### config.mk
export PLATFORM = sky130hd
export DESIGN_NAME = sorted_key_set_insert_remove
export DESIGN_NICKNAME = d
export VERILOG_FILES = /design/src/skset_pkg.sv /design/src/skset_store.sv /design/src/skset_ctrl.sv /design/src/sorted_key_set_insert_remove.sv
export SDC_FILE = /design/constraint.sdc
export NUM_CORES = 1
export LEC_CHECK = 0
export ABC_AREA = 0
export BUFFER_PORTS_ARGS = -buffer_cell sky130_fd_sc_hd__buf_4
export CAP_MARGIN = 20
export CELL_PAD_IN_SITES_DETAIL_PLACEMENT = 1
export CELL_PAD_IN_SITES_GLOBAL_PLACEMENT = 2
export CORE_MARGIN = 3
export CORE_UTILIZATION = 49
export DETAILED_ROUTE_END_ITERATION = 6
export HOLD_SLACK_MARGIN = 0.08
export PLACE_DENSITY = 0.82
export SKIP_CTS_REPAIR_TIMING = 1
export SYNTH_ARGS = -nofsm -noshare
export SYNTH_HDL_FRONTEND = slang
export SYNTH_SLANG_ARGS = --single-unit
### constraint.sdc
create_clock -name clock -period 6.8 [get_ports clock]
set_input_delay 0.68 -clock clock [delete_from_list [all_inputs] [get_ports clock]]
set_output_delay 0.68 -clock clock [all_outputs]
set_load 0.05 [all_outputs]
### src/skset_pkg.sv
`timescale 1ns / 1ps
// Shared types and constants for the sorted key set.
// No dependencies.
package skset_pkg;

   localparam int KEY_W         = 16;
   localparam int STATUS_W      = 3;
   localparam int COUNT_W       = 6;
   localparam int DEPTH_DEFAULT = 32;

   localparam logic CMD_INSERT = 1'b0;
   localparam logic CMD_REMOVE = 1'b1;

   typedef enum logic [STATUS_W-1:0] {
      ST_INSERTED  = 3'd0,
      ST_DUPLICATE = 3'd1,
      ST_REMOVED   = 3'd2,
      ST_NOTFOUND  = 3'd3,
      ST_FULL      = 3'd4
   } status_type;

   typedef enum logic [2:0] {
      S_IDLE = 3'b001,
      S_SCAN = 3'b010,
      S_POST = 3'b100
   } state_type;

endpackage

### src/skset_store.sv
`timescale 1ns / 1ps
// Key memory: one write port, one read port with registered read data.
// Depends on skset_pkg.
module skset_store #(
   parameter int DEPTH = skset_pkg::DEPTH_DEFAULT,
   parameter int AW    = $clog2(DEPTH)
) (
   input  logic                       clock,
   input  logic                       wr_en,
   input  logic [AW-1:0]              wr_addr,
   input  logic [skset_pkg::KEY_W-1:0] wr_data,
   input  logic [AW-1:0]              rd_addr,
   output logic [skset_pkg::KEY_W-1:0] rd_data
);
   import skset_pkg::*;

   logic [KEY_W-1:0] key_mem_ff [DEPTH];
   logic [KEY_W-1:0] rd_data_ff;

   always_ff @(posedge clock) begin
      if (wr_en) begin
         key_mem_ff[wr_addr] <= wr_data;
      end
   end

   always_ff @(posedge clock) begin
      rd_data_ff <= key_mem_ff[rd_addr];
   end

   assign rd_data = rd_data_ff;

endmodule

### src/skset_ctrl.sv
`timescale 1ns / 1ps
// Sequencer: streams the store once per item, searching and shifting in place.
// Depends on skset_pkg; drives skset_store.
module skset_ctrl #(
   parameter int DEPTH = skset_pkg::DEPTH_DEFAULT,
   parameter int AW    = $clog2(DEPTH),
   parameter int CW    = $clog2(DEPTH + 1)
) (
   input  logic                          clock,
   input  logic                          reset,
   input  logic                          req_valid,
   output logic                          req_stall,
   input  logic                          req_cmd,
   input  logic [skset_pkg::KEY_W-1:0]   req_key_id,
   output logic                          rsp_valid,
   input  logic                          rsp_stall,
   output logic [skset_pkg::STATUS_W-1:0] rsp_status,
   output logic [skset_pkg::COUNT_W-1:0] rsp_entry_count,
   output logic                          wr_en,
   output logic [AW-1:0]                 wr_addr,
   output logic [skset_pkg::KEY_W-1:0]   wr_data,
   output logic [AW-1:0]                 rd_addr,
   input  logic [skset_pkg::KEY_W-1:0]   rd_data
);
   import skset_pkg::*;

   state_type          state_ff, state_in;
   logic               cmd_ff, cmd_in;
   logic [KEY_W-1:0]   key_ff, key_in;
   logic [KEY_W-1:0]   carry_ff, carry_in;
   logic [CW-1:0]      idx_ff, idx_in;
   logic [CW-1:0]      count_ff, count_in;
   logic               shift_ff, shift_in;
   status_type         status_ff, status_in;
   logic               rsp_valid_ff, rsp_valid_in;
   logic [STATUS_W-1:0] rsp_status_ff, rsp_status_in;
   logic [COUNT_W-1:0] rsp_count_ff, rsp_count_in;
   logic               in_range;
   logic               full;

   assign in_range = idx_ff < count_ff;
   assign full     = count_ff == CW'(DEPTH);

   always_comb begin
      state_in      = state_ff;
      cmd_in        = cmd_ff;
      key_in        = key_ff;
      carry_in      = carry_ff;
      idx_in        = idx_ff;
      count_in      = count_ff;
      shift_in      = shift_ff;
      status_in     = status_ff;
      rsp_valid_in  = rsp_valid_ff;
      rsp_status_in = rsp_status_ff;
      rsp_count_in  = rsp_count_ff;
      wr_en         = 1'b0;
      wr_addr       = AW'(idx_ff);
      wr_data       = key_ff;
      rd_addr       = '0;

      if (rsp_valid_ff && !rsp_stall) begin
         rsp_valid_in = 1'b0;
      end

      case (state_ff)
         S_IDLE: begin
            if (req_valid) begin
               cmd_in   = req_cmd;
               key_in   = req_key_id;
               idx_in   = '0;
               shift_in = 1'b0;
               state_in = S_SCAN;
            end
         end
         S_SCAN: begin
            rd_addr = AW'(idx_ff + CW'(1));
            idx_in  = idx_ff + CW'(1);
            if (cmd_ff == CMD_INSERT) begin
               if (shift_ff) begin
                  wr_en    = 1'b1;
                  wr_data  = carry_ff;
                  carry_in = rd_data;
                  if (!in_range) begin
                     count_in  = count_ff + CW'(1);
                     status_in = ST_INSERTED;
                     state_in  = S_POST;
                  end
               end else if (in_range && rd_data == key_ff) begin
                  status_in = ST_DUPLICATE;
                  state_in  = S_POST;
               end else if (!in_range || rd_data > key_ff) begin
                  if (full) begin
                     status_in = ST_FULL;
                     state_in  = S_POST;
                  end else begin
                     wr_en    = 1'b1;
                     carry_in = rd_data;
                     shift_in = 1'b1;
                     if (!in_range) begin
                        count_in  = count_ff + CW'(1);
                        status_in = ST_INSERTED;
                        state_in  = S_POST;
                     end
                  end
               end
            end else begin
               if (shift_ff) begin
                  if (!in_range) begin
                     count_in  = count_ff - CW'(1);
                     status_in = ST_REMOVED;
                     state_in  = S_POST;
                  end else begin
                     wr_en   = 1'b1;
                     wr_addr = AW'(idx_ff - CW'(1));
                     wr_data = rd_data;
                  end
               end else if (!in_range || rd_data > key_ff) begin
                  status_in = ST_NOTFOUND;
                  state_in  = S_POST;
               end else if (rd_data == key_ff) begin
                  shift_in = 1'b1;
               end
            end
         end
         S_POST: begin
            if (!rsp_valid_ff || !rsp_stall) begin
               rsp_valid_in  = 1'b1;
               rsp_status_in = status_ff;
               rsp_count_in  = COUNT_W'(count_ff);
               state_in      = S_IDLE;
            end
         end
         default: begin
            state_in = S_IDLE;
         end
      endcase
   end

   always_ff @(posedge clock) begin
      if (reset) begin
         state_ff     <= S_IDLE;
         count_ff     <= '0;
         rsp_valid_ff <= 1'b0;
      end else begin
         state_ff     <= state_in;
         count_ff     <= count_in;
         rsp_valid_ff <= rsp_valid_in;
      end
   end

   always_ff @(posedge clock) begin
      cmd_ff        <= cmd_in;
      key_ff        <= key_in;
      carry_ff      <= carry_in;
      idx_ff        <= idx_in;
      shift_ff      <= shift_in;
      status_ff     <= status_in;
      rsp_status_ff <= rsp_status_in;
      rsp_count_ff  <= rsp_count_in;
   end

   assign req_stall       = state_ff != S_IDLE;
   assign rsp_valid       = rsp_valid_ff;
   assign rsp_status      = rsp_status_ff;
   assign rsp_entry_count = rsp_count_ff;

endmodule

### src/sorted_key_set_insert_remove.sv
`timescale 1ns / 1ps
// Top level of the sorted key set: insert and remove of 16-bit keys.
// Depends on skset_pkg, skset_store and skset_ctrl.
//
//   channel  direction  handshake            payload
//   req_     in         req_valid/req_stall  req_cmd, req_key_id
//   rsp_     out        rsp_valid/rsp_stall  rsp_status, rsp_entry_count
//
// One pass over the store through its single read port, one entry per cycle, shift
// writes trailing the reads; an insert or a removal walks all count keys held, and a
// duplicate, missing key or full set stops the pass at position p. The result shows
// in the same cycle that the next item can be accepted.
// Reset is synchronous; it empties the set, the memory is not cleared.
// A new item is taken while a result waits under rsp_stall; the next
// result waits in the sequencer until the output register frees.
module sorted_key_set_insert_remove #(
   parameter int DEPTH = skset_pkg::DEPTH_DEFAULT
) (
   input  logic                           clock,
   input  logic                           reset,
   input  logic                           req_valid,
   output logic                           req_stall,
   input  logic                           req_cmd,
   input  logic [skset_pkg::KEY_W-1:0]    req_key_id,
   output logic                           rsp_valid,
   input  logic                           rsp_stall,
   output logic [skset_pkg::STATUS_W-1:0] rsp_status,
   output logic [skset_pkg::COUNT_W-1:0]  rsp_entry_count
);
   import skset_pkg::*;

   localparam int AW = $clog2(DEPTH);
   localparam int CW = $clog2(DEPTH + 1);

   logic             wr_en;
   logic [AW-1:0]    wr_addr;
   logic [KEY_W-1:0] wr_data;
   logic [AW-1:0]    rd_addr;
   logic [KEY_W-1:0] rd_data;

   skset_store #(
      .DEPTH (DEPTH),
      .AW    (AW)
   ) u_store (
      .clock   (clock),
      .wr_en   (wr_en),
      .wr_addr (wr_addr),
      .wr_data (wr_data),
      .rd_addr (rd_addr),
      .rd_data (rd_data)
   );

   skset_ctrl #(
      .DEPTH (DEPTH),
      .AW    (AW),
      .CW    (CW)
   ) u_ctrl (
      .clock           (clock),
      .reset           (reset),
      .req_valid       (req_valid),
      .req_stall       (req_stall),
      .req_cmd         (req_cmd),
      .req_key_id      (req_key_id),
      .rsp_valid       (rsp_valid),
      .rsp_stall       (rsp_stall),
      .rsp_status      (rsp_status),
      .rsp_entry_count (rsp_entry_count),
      .wr_en           (wr_en),
      .wr_addr         (wr_addr),
      .wr_data         (wr_data),
      .rd_addr         (rd_addr),
      .rd_data         (rd_data)
   );

endmodule

==> flow_summary.yaml, run 1 <==
die:
  dieWidth_um: 228
  floorplan.rows: 80
  placeableCoreArea_mm2: 0.0483
  dieArea_mm2: 0.0522
  chipHeight_um: 228
  top_level_ports: 32
  floorplan.initialDensity_pct: 50.1
grt:
  grtUsageTotal_pct: 27.3
  grt_overflow_total: 0
  largest_net_degree_at_the_start_of_global_routing: 82
  first_pass_grt_wire_length_mm: 106
  first_global_vias: 16100
  grt_antenna_before_repair: 4
routing:
  dr.pass1.iters: 5
  detail_route.iter0.violations: 1522
  detail_route.wirelength_mm: 72.1
  remaining_drc_errors: 0
  post_drt_via_cell_ratio: 6.36
  route.vias.total: 15600
  postRouteAntennaNets: 0
  wl_per_cell_um: 29.4
layout:
  area.sequential_mm2: 0.0175
  final_util_pct: 56.7
  fin_nets: 1799
  drive_gt1_share_pct: 13.2
  antenna_cells: 0
  multi_input_comb_area_mm2: 0.00640
  fillers: 4610
  layout.cells.non_filler: 2452
  area.growth.synth_to_final_pct: 13.1
power:
  power_report.internal_total_w: 0.00606
  netSwitchingFraction_pct: 22.6
  clock_network_fraction_of_design_power_pct: 41.9
  netSwitchingPower_w: 0.00177
  seqPwrFrac_pct: 52.2
  static_leak_nw: 9.13
  pwr-share-comb_pct: 5.9
  max-vdd-ir-drop_v: 0.000220
  pwr_density_cell_mw_per_mm2: 286
timing:
  final-max-slew-violation-count: 0
  max-slew-margin-rel_pct: 16.1
  finalCriticalPeriod_ns: 4.51
  final_hold_viol_count: 0
  maxClockFrequency_mhz: 222
  grt_setup_unrepaired: "no"
  tns_ns: 0
  final.hold.worst_slack_ns: 0.218
  tightest_slew_ns: 1.26
  setup_slack_after_layout_ns: 2.29
  final-setup-viol-count: 0
  finalClockSkew_ns: 0.0325
  final_min_period_over_clock_period_pct: 66.3
setup_path:
  largest_fanout_on_the_critical_path: 31
  cp_data_required_time_ns: 7.05
  worst_setup_path_startpoint: "u_ctrl.idx_ff[3]$_SDFFCE_PN0P_"
  timing.critical_path.from_type: "register"
  timing_worst_setup_path_type: "register to register"
  crit_buf_inv: 1
  critPathSlowestCell: "sky130_fd_sc_hd__a21oi_2"
  timing.rr.start: "u_ctrl.idx_ff[3]$_SDFFCE_PN0P_"
  path_delay_family: "compound AO/OA/AOI/OAI gates"
  worstPathCellList: "ha_1 > a21o_1 > a21o_1 > a21oi_2 > buf_4 > o21ai_0 > nand4_1 > a21oi_2"
  cp-end-kind: "register"
  critPathArrivalTime_ns: 4.75
  critical_path.max_stage_delay_ns: 1.21
synthesis:
  synthFlopType: "sky130_fd_sc_hd__edfxtp_1"
  asyncSetResetFlopFracSynth_pct: 0
  synth_cells: 1718
  ys_top_cells_by_area: "sky130_fd_sc_hd__edfxtp_1, sky130_fd_sc_hd__mux2i_1, sky130_fd_sc_hd__nand2_1, sky130_fd_sc_hd__o22ai_1, sky130_fd_sc_hd__a21oi_1"
  synthesis.area_mm2: 0.0242
  synth_nets: 1767
  netlist.top_cell.by_area: "sky130_fd_sc_hd__edfxtp_1"
  synth_cell_types: 68
  synth_warnings: 0
  synth-edff-count: 564
  synth-seq-area-share_pct: 72.0
  synthesis.area_per_instance_um2: 14.1
  yosys_register_bits: 590
  synthDominantCellAreaShare_pct: 69.9
clock_tree:
  clkSinkCount: 590
  cts_max_path_buffers: 3
  cts.reportedPaths.clkPinSlew_ns: 0.06
  num_cts_buffers: 61
  cts_htree_levels: 2
  tritoncts: "yes"
  clk_latency_ns: 0.64
  clockRootBuffer: "sky130_fd_sc_hd__clkbuf_16"
place:
  io_buffer_count: 31
  dp.cells: 2337
  detailed_place_hpwl_mm: 43.2
  pre_cts_slack_ns: 2.39
  place_congestion: 0.836
hold_path:
  min_path_type: "input port to register"
  hold_path_startpoint: "req_key_id[0]"
run:
  maxCapViolCount: 0
status:
  run_status: "complete, no violations"
## sequential cells by signal (all words and copies together) (netlist names)
| signal | count |
|---|---|
| u_ctrl.carry_ff | 16 |
| u_store.rd_data | 16 |
| u_ctrl.rsp_entry_count | 6 |
| u_ctrl.status_ff | 3 |
| u_ctrl.cmd_ff | 1 |
| u_ctrl.rsp_status | 3 |
| u_ctrl.shift_ff | 1 |
| u_ctrl.idx_ff | 6 |
| u_ctrl.key_ff | 16 |
| u_ctrl.rsp_valid | 1 |
| u_store.key_mem_ff | 512 |
| u_ctrl.count_ff | 6 |
| u_ctrl.state_ff | 3 |
## path summary, 6_finish.rpt
path / cells past startpoint / end / slack (ns)
min: 1 / u_ctrl.key_ff[0]$_DFFE_PP_ / 0.22
min reg2reg: 0 / u_ctrl.rsp_status[0]$_DFFE_PP_ / 0.46
max reg2reg: 8 / u_store.key_mem_ff[29][12]$_DFFE_PP_ / 2.29
max: 8 / u_store.key_mem_ff[29][12]$_DFFE_PP_ / 2.29
## worst register-to-register path, delay by kind of cell (launching register included)
| family | cells | cell delay, ns |
|---|---|---|
| flops | 1 | 0.83 |
| fa+ha+maj | 1 | 0.30 |
| simple gates | 1 | 0.95 |
| compound gates | 5 | 1.76 |
| buf+inv | 1 | 0.25 |
## power by group through the flow
stage                     registers (W)  logic, W  clock network [W]
after floorplan                 0.00414  0.000251                  0
after global placement          0.00416  0.000431                  0
after detailed placement        0.00416  0.000448                  0
after CTS                       0.00408  0.000451            0.00334
after global routing            0.00408  0.000494            0.00348
final                           0.00408  0.000466            0.00328
## placed cells by master, fill, tap and decap left out, drive strengths merged, types with 4 or more instances in the layout
master	n
o211ai	19
clkbuf	80
o22ai	99
o2bb2ai	33
nand4	4
dfxtp	26
a21o	4
o22a	16
o21ai	23
or3	18
a211oi	37
inv	34
mux2i	68
xnor2	5
a22oi	33
a2bb2oi	17
nor3	43
nor4	4
nor2b	4
bufinv	5
nand3	38
clkinv	21
a21oi	119
ha	27
edfxtp	564
nor2	106
buf	79
a32oi	24
nand2	180
a31oi	23
## stage by stage
stage	cell area [um2]	total power [W]
floorplan	24200	0.00439
global placement	25300	0.00459
detailed placement	25400	0.00461
CTS	27300	0.00787
global route	27400	0.00806
finish	27400	0.00783
## synth_stat cells, drive strengths merged, types with 4 or more instances
master / n
xnor2: 5
nor3: 43
nor2b: 4
nand3: 38
inv: 32
or3: 18
o22a: 16
o22ai: 99
nor4: 4
o211ai: 19
a31oi: 23
o21ai: 23
nand4: 4
a21o: 4
a2bb2oi: 17
clkbuf: 55
edfxtp: 564
dfxtp: 26
buf: 55
a22oi: 33
a32oi: 24
mux2i: 68
a21oi: 119
nor2: 106
a211oi: 37
nand2: 180
ha: 27
o2bb2ai: 33
## cell families (layout without fill, tap and decap cells)
| logic type | count (synthesis) | after routing | synth area share [%] |
|---|---|---|---|
| AOI/OAI and AO/OA | 464 | 464 | 13.1 |
| xor gates and xnor gates | 8 | 8 | 0.289 |
| adders and majority gates | 28 | 28 | 1.48 |
| buffers and inverters | 144 | 222 | 2.69 |
| DFF | 590 | 590 | 72.0 |
| muxes | 68 | 68 | 2.81 |
| and+or+nand+nor | 416 | 416 | 7.60 |
## area by class of cell
class,count,share of cell area [%]
repair buffers,79,2.46
clock buffers,80,6.05
clock inverters,29,1.02
multi-input cells,984,23.3
inverters,34,0.466
flip-flops and latches,590,63.7
well taps,656,2.99
## metal layers
| layer | routed length, um | GRT usage (%) | vias up |
|---|---|---|---|
| li1 | - | - | 6760 |
| met1 | 29300 | 36.4 | 8072 |
| met2 | 35000 | 45.5 | 636 |
| met3 | 5120 | 4.62 | 136 |
| met4 | 2640 | 9.41 | 0 |
| met5 | 0 | 0 | - |
No activity file was read; power rests on OpenSTA's default activity.
==> inputs of run 2 (changes only) <==
Settings changed: ABC_AREA 0 to 1, CORE_UTILIZATION 49 to 41, PLACE_DENSITY 0.82 to 0.74.
Clock period 6.8 ns to 4 ns, I/O delays scaled along.
==> flow_summary.yaml, run 2 <==
status:
  run_status: "complete, no violations"
synthesis:
  synthesis.area_mm2: 0.0249
  yosys_register_bits: 590
  asyncSetResetFlopFracSynth_pct: 0
  synth_nets: 1958
  netlist_top_cells_count: "sky130_fd_sc_hd__edfxtp_1, sky130_fd_sc_hd__o211ai_1, sky130_fd_sc_hd__nand3_1"
  synth_cells: 1909
  synth_cell_types: 48
  netlist.top_cell.by_area: "sky130_fd_sc_hd__edfxtp_1"
  synthDominantCellAreaShare_pct: 68.0
  yosysMostFrequentCell: "sky130_fd_sc_hd__edfxtp_1"
  synth-edff-count: 564
  synth-seq-area-share_pct: 70.1
  synth_warnings: 0
  ys_top_cells_by_area: "sky130_fd_sc_hd__edfxtp_1, sky130_fd_sc_hd__o211ai_1, sky130_fd_sc_hd__nand3_1, sky130_fd_sc_hd__or2_2, sky130_fd_sc_hd__nand2_1"
  synthesis.area_per_instance_um2: 13.0
  synthFlopType: "sky130_fd_sc_hd__edfxtp_1"
setup_path:
  timing.critical_path.from_type: "register"
  worst_setup_path_startpoint: "u_ctrl.count_ff[5]$_SDFFE_PP0P_"
  critPathArrivalTime_ns: 3.55
  critical_path.max_stage_delay_ns: 0.42
  timing_worst_setup_path_type: "register to register"
  crit_buf_inv: 4
  path_delay_family: "simple AND/OR/NAND/NOR gates"
  timing.reg2reg.setup_slack_ns: 0.73
  crit_cells: 14
  cp-end-kind: "register"
  r2r_cells: 14
  worstPathCellList: "inv_1 > ha_1 > nand2_1 > inv_2 > a21oi_4 > nand3_4 > nor2_4 > nand2_1 > o21ai_2 > inv_2 > nor2_1 > nand2_2 > nor2_1 > buf_4"
  timing.rr.start: "u_ctrl.count_ff[5]$_SDFFE_PP0P_"
  cp_data_required_time_ns: 4.28
  critPathSlowestCell: "sky130_fd_sc_hd__nor2_4"
  largest_fanout_on_the_critical_path: 20
  r2r_end: "u_store.key_mem_ff[13][11]$_DFFE_PP_"
  setup.worst_path.end: "u_store.key_mem_ff[13][11]$_DFFE_PP_"
timing:
  tightest_slew_ns: 1.14
  maxClockFrequency_mhz: 306
  final-setup-viol-count: 0
  tns_ns: 0
  final_hold_viol_count: 0
  final-max-slew-violation-count: 0
  final.hold.worst_slack_ns: 0.143
  finalCriticalPeriod_ns: 3.27
  grt_setup_unrepaired: "no"
  final_min_period_over_clock_period_pct: 81.8
  max-slew-margin-rel_pct: 23.8
  finalClockSkew_ns: 0.0223
routing:
  wl_per_cell_um: 24.5
  postRouteAntennaNets: 0
  detail_route.wirelength_mm: 69.0
  detail_route.iter0.violations: 1316
  route.vias.total: 15700
  post_drt_via_cell_ratio: 5.55
  remaining_drc_errors: 0
  dr.pass1.iters: 5
hold_path:
  timing.hold.worst_path_depth: 3
  min_path_type: "input port to register"
die:
  placeableCoreArea_mm2: 0.0596
  chipHeight_um: 252
  floorplan.rows: 89
  dieWidth_um: 252
  top_level_ports: 32
  dieArea_mm2: 0.0637
  floorplan.initialDensity_pct: 41.8
layout:
  layout.cells.non_filler: 2818
  fin_nets: 2043
  leading_cell_type_in_the_layout_fill_and_taps_excluded: "sky130_fd_sc_hd__edfxtp_1"
  area.growth.synth_to_final_pct: 14.6
  final_util_pct: 47.9
  final_cell_area_mm2: 0.0285
  fillers: 5966
  drive_gt1_share_pct: 20.1
  mostFrequentLayoutCells: "sky130_fd_sc_hd__edfxtp_1, sky130_fd_sc_hd__o211ai_1, sky130_fd_sc_hd__nand3_1"
  top_register: "u_store.key_mem_ff"
  antenna_cells: 0
  largest_register_ff_count: 512
grt:
  first_global_vias: 16100
  grt_overflow_total: 0
  largest_net_degree_at_the_start_of_global_routing: 274
  grt_antenna_before_repair: 2
  grtUsageTotal_pct: 21.8
  first_pass_grt_wire_length_mm: 103
power:
  max-vdd-ir-drop_v: 0.000308
  static_leak_nw: 10.0
  pwr_density_cell_mw_per_mm2: 605
run:
  maxCapViolCount: 0
clock_tree:
  cts_htree_levels: 3
  clkSinkCount: 590
  cts_max_path_buffers: 3
  clk_latency_ns: 0.60
  cts.reportedPaths.clkPinSlew_ns: 0.06
  tritoncts: "yes"
  clockRootBuffer: "sky130_fd_sc_hd__clkbuf_16"
  num_cts_buffers: 66
place:
  dp.cells: 2681
  place_congestion: 0.809
  detailed_place_hpwl_mm: 41.8
  placed_area_mm2: 0.0262
  io_buffer_count: 31
run 2: cell count changes after synthesis, sizes merged, moves of 24 or more:
cell     change
mux2i       -68
a22oi       -33
inv         +99
nand3      +181
o2bb2ai     -33
a21oi      -100
nor3        -40
a32oi       -24
o211ai     +198
nor2        -35
a211oi      -35
o21ai       +82
or2        +190
o22ai       -98
run 2: logic make-up after synthesis:
kind of cell / after synthesis / share of synthesized area [%]
and+or+nand+nor: 680 / 14.2
DFF: 590 / 70.1
AOI/OAI and AO/OA: 362 / 9.77
adders and majority gates: 28 / 1.44
buffers and inverters: 243 / 4.29
xor gates and xnor gates: 6 / 0.211
run 2: metal layers:
metal	track usage, %	routed length, um	up-vias
met3	3.31	4020	98
met5	0	0	-
met2	33.5	30900	417
li1	-	-	7184
met4	7.83	2140	0
met1	31.7	32000	7954
run 2: area by class of cell:
type,count,area (um2),share of cell area [%]
Sequential cell,590,17500,61.2
Timing Repair Buffer,128,1040,3.66
Tap cell,773,967,3.39
Clock inverter,36,332,1.16
Clock buffer,83,1790,6.27
Multi-Input combinational cell,1076,6420,22.5
Inverter,132,508,1.78
run 2: how the worst min path moves through the flow:
| stage | start | endpoint | slack [ns] |
|---|---|---|---|
| after global placement | u_store.rd_data[0]$_DFF_P_ | u_ctrl.carry_ff[0]$_DFFE_PP_ | 0.44 |
| after global routing | rsp_stall | u_ctrl.rsp_valid$_SDFF_PP0_ | 0.16 |
| after detailed placement | u_store.rd_data[0]$_DFF_P_ | u_ctrl.carry_ff[0]$_DFFE_PP_ | 0.44 |
| after floorplan | u_store.rd_data[0]$_DFF_P_ | u_ctrl.carry_ff[0]$_DFFE_PP_ | 0.41 |
| final | rsp_stall | u_ctrl.rsp_valid$_SDFF_PP0_ | 0.14 |
| after CTS | req_key_id[4] | u_ctrl.key_ff[4]$_DFFE_PP_ | -0.06 |
run 2: where the power goes:
group          internal [W]  switching, W
registers           0.00748      0.000225
logic              0.000972       0.00264
clock network       0.00356       0.00240
total                0.0120       0.00526
run 2: metrics by stage:
stage / setup slack, ns / power, W
global route: 0.521 / 0.0181
finish: 0.729 / 0.0173
floorplan: 1.05 / 0.00990
detailed placement: 0.723 / 0.0114
global placement: 0.907 / 0.0113
CTS: 0.729 / 0.0174
run 2: tightest hold or removal path, cell delays in order:
cell and delay, ns:
sky130_fd_sc_hd__buf_4 0.11, sky130_fd_sc_hd__nand2_1 0.10, sky130_fd_sc_hd__a21oi_1 0.07
==> inputs of run 3 (changes only) <==
Settings changed: CORE_UTILIZATION 41 to 45, PLACE_DENSITY 0.74 to 0.77.
Clock period 4 ns to 3.4 ns, I/O delays scaled along.
==> flow_summary.yaml, run 3 (synthesis results as in run 2) <==
status:
  run_status: "complete, no violations"
clock_tree:
  num_cts_buffers: 61
  clockRootBuffer: "sky130_fd_sc_hd__clkbuf_16"
  cts.reportedPaths.clkPinSlew_ns: 0.07
  clkSinkCount: 590
  tritoncts: "yes"
  clk_latency_ns: 0.62
  cts_max_path_buffers: 3
  cts_htree_levels: 2
timing:
  final_min_period_over_clock_period_pct: 87.5
  max-slew-margin-rel_pct: 25.3
  final.hold.worst_slack_ns: 0.119
  finalCriticalPeriod_ns: 2.98
  grt_setup_unrepaired: "no"
  tns_ns: 0
  final-max-slew-violation-count: 0
  maxClockFrequency_mhz: 336
  final-setup-viol-count: 0
  tightest_slew_ns: 1.12
  finalClockSkew_ns: 0.0223
  final_hold_viol_count: 0
grt:
  largest_net_degree_at_the_start_of_global_routing: 119
  grt_overflow_total: 0
  first_global_vias: 16300
  grt_antenna_before_repair: 1
  first_pass_grt_wire_length_mm: 105
  grtUsageTotal_pct: 24.4
routing:
  postRouteAntennaNets: 0
  route.vias.total: 15700
  wl_per_cell_um: 25.8
  dr.pass1.iters: 5
  detail_route.iter0.violations: 1355
  detail_route.wirelength_mm: 70.7
  post_drt_via_cell_ratio: 5.72
  remaining_drc_errors: 0
die:
  top_level_ports: 32
  placeableCoreArea_mm2: 0.0542
  chipHeight_um: 241
  dieWidth_um: 241
  floorplan.rows: 85
  floorplan.initialDensity_pct: 45.9
  dieArea_mm2: 0.0582
setup_path:
  cp_data_required_time_ns: 3.69
  critPathArrivalTime_ns: 3.26
  timing_worst_setup_path_type: "register to register"
  critPathSlowestCell: "sky130_fd_sc_hd__dfxtp_1"
  critical_path.max_stage_delay_ns: 0.39
  cp-end-kind: "register"
  r2r_cells: 14
  critPathMostFrequentCell: "sky130_fd_sc_hd__nand2_1"
  timing.critical_path.from_type: "register"
  worstPathCellList: "inv_1 > ha_1 > nand2_1 > nand2_1 > a21oi_4 > nand3_4 > nor2_4 > nand2_1 > o21ai_2 > inv_2 > nor2_1 > nand2_2 > nor2_1 > buf_4"
  largest_fanout_on_the_critical_path: 16
layout:
  area.growth.synth_to_final_pct: 14.1
  mostFrequentLayoutCells: "sky130_fd_sc_hd__edfxtp_1, sky130_fd_sc_hd__o211ai_1, sky130_fd_sc_hd__nand3_1"
  antenna_cells: 0
  fin_nets: 2047
  largest_register_ff_count: 512
  leading_cell_type_in_the_layout_fill_and_taps_excluded: "sky130_fd_sc_hd__edfxtp_1"
  top_register: "u_store.key_mem_ff"
  drive_gt1_share_pct: 20.0
  final_util_pct: 52.4
  layout.cells.non_filler: 2743
power:
  static_leak_nw: 10.0
  pwr_density_cell_mw_per_mm2: 700
  max-vdd-ir-drop_v: 0.000449
run:
  maxCapViolCount: 0
place:
  dp.cells: 2612
  detailed_place_hpwl_mm: 44.2
  io_buffer_count: 31
  place_congestion: 0.836
hold_path:
  min_path_type: "input port to register"
  timing.hold.worst_path_depth: 4
==> run 3: cell count changes in the layout (fill, tap and decap cells not counted) <==
cell / change
sky130_fd_sc_hd__bufinv_16: -1
sky130_fd_sc_hd__clkbuf_8: -1
sky130_fd_sc_hd__clkinv_2: +1
sky130_fd_sc_hd__buf_12: +10
sky130_fd_sc_hd__inv_6: -1
sky130_fd_sc_hd__buf_4: -2
sky130_fd_sc_hd__clkbuf_16: -7
sky130_fd_sc_hd__dlygate4sd3_1: +1
sky130_fd_sc_hd__clkbuf_1: +2
==> run 3: final timing paths <==
path / startpoint / end / slack [ns]
max: u_ctrl.count_ff[3]$_SDFFE_PP0P_ / u_store.key_mem_ff[20][0]$_DFFE_PP_ / 0.42
min: req_valid / u_ctrl.state_ff[0]$_SDFFE_PP1P_ / 0.12
max reg2reg: u_ctrl.count_ff[3]$_SDFFE_PP0P_ / u_store.key_mem_ff[20][0]$_DFFE_PP_ / 0.42
min reg2reg: u_ctrl.status_ff[1]$_SDFFCE_PP1P_ / u_ctrl.rsp_status[1]$_DFFE_PP_ / 0.47
==> run 3: layout make-up <==
class / instances / area [um2]
clock buffers: 77 / 1610
repair buffers: 137 / 1240
fillers: 5427 / 25800
inverters: 132 / 508
flip-flops and latches: 590 / 17500
multi-input cells: 1076 / 6420
clock inverters: 35 / 298
well taps: 696 / 871
==> run 3: critical path: cells and delay by family (launching register included) <==
family | cells | cell delay, ns
AO/OA/AOI/OAI | 2 | 0.34
AND/OR/NAND/NOR | 8 | 1.15
buffers and inverters | 3 | 0.42
flip-flops | 1 | 0.39
adder cells (fa/ha/maj) | 1 | 0.32
==> run 3: per-stage QoR <==
stage	total power [W]	area [um2]	worst slack [ns]
2_1_floorplan	0.0116	24900	0.454
3_3_place_gp	0.0134	26300	0.495
3_5_place_dp	0.0136	26300	0.443
4_1_cts	0.0200	28200	0.425
5_1_grt	0.0207	28400	0.170
6_report	0.0199	28400	0.424
==> run 3: per-layer routing <==
metal	up-vias	track usage [%]	wire, um
met5	-	0	0
met3	98	4.73	4050
met2	390	38.5	32500
met4	0	5.98	1640
li1	7194	-	-
met1	8019	35.2	32500
==> run 3: power by group <==
part | switching [W] | internal (W)
registers | 0.000238 | 0.00880
clock network | 0.00277 | 0.00370
logic | 0.00317 | 0.00123
total | 0.00617 | 0.0137
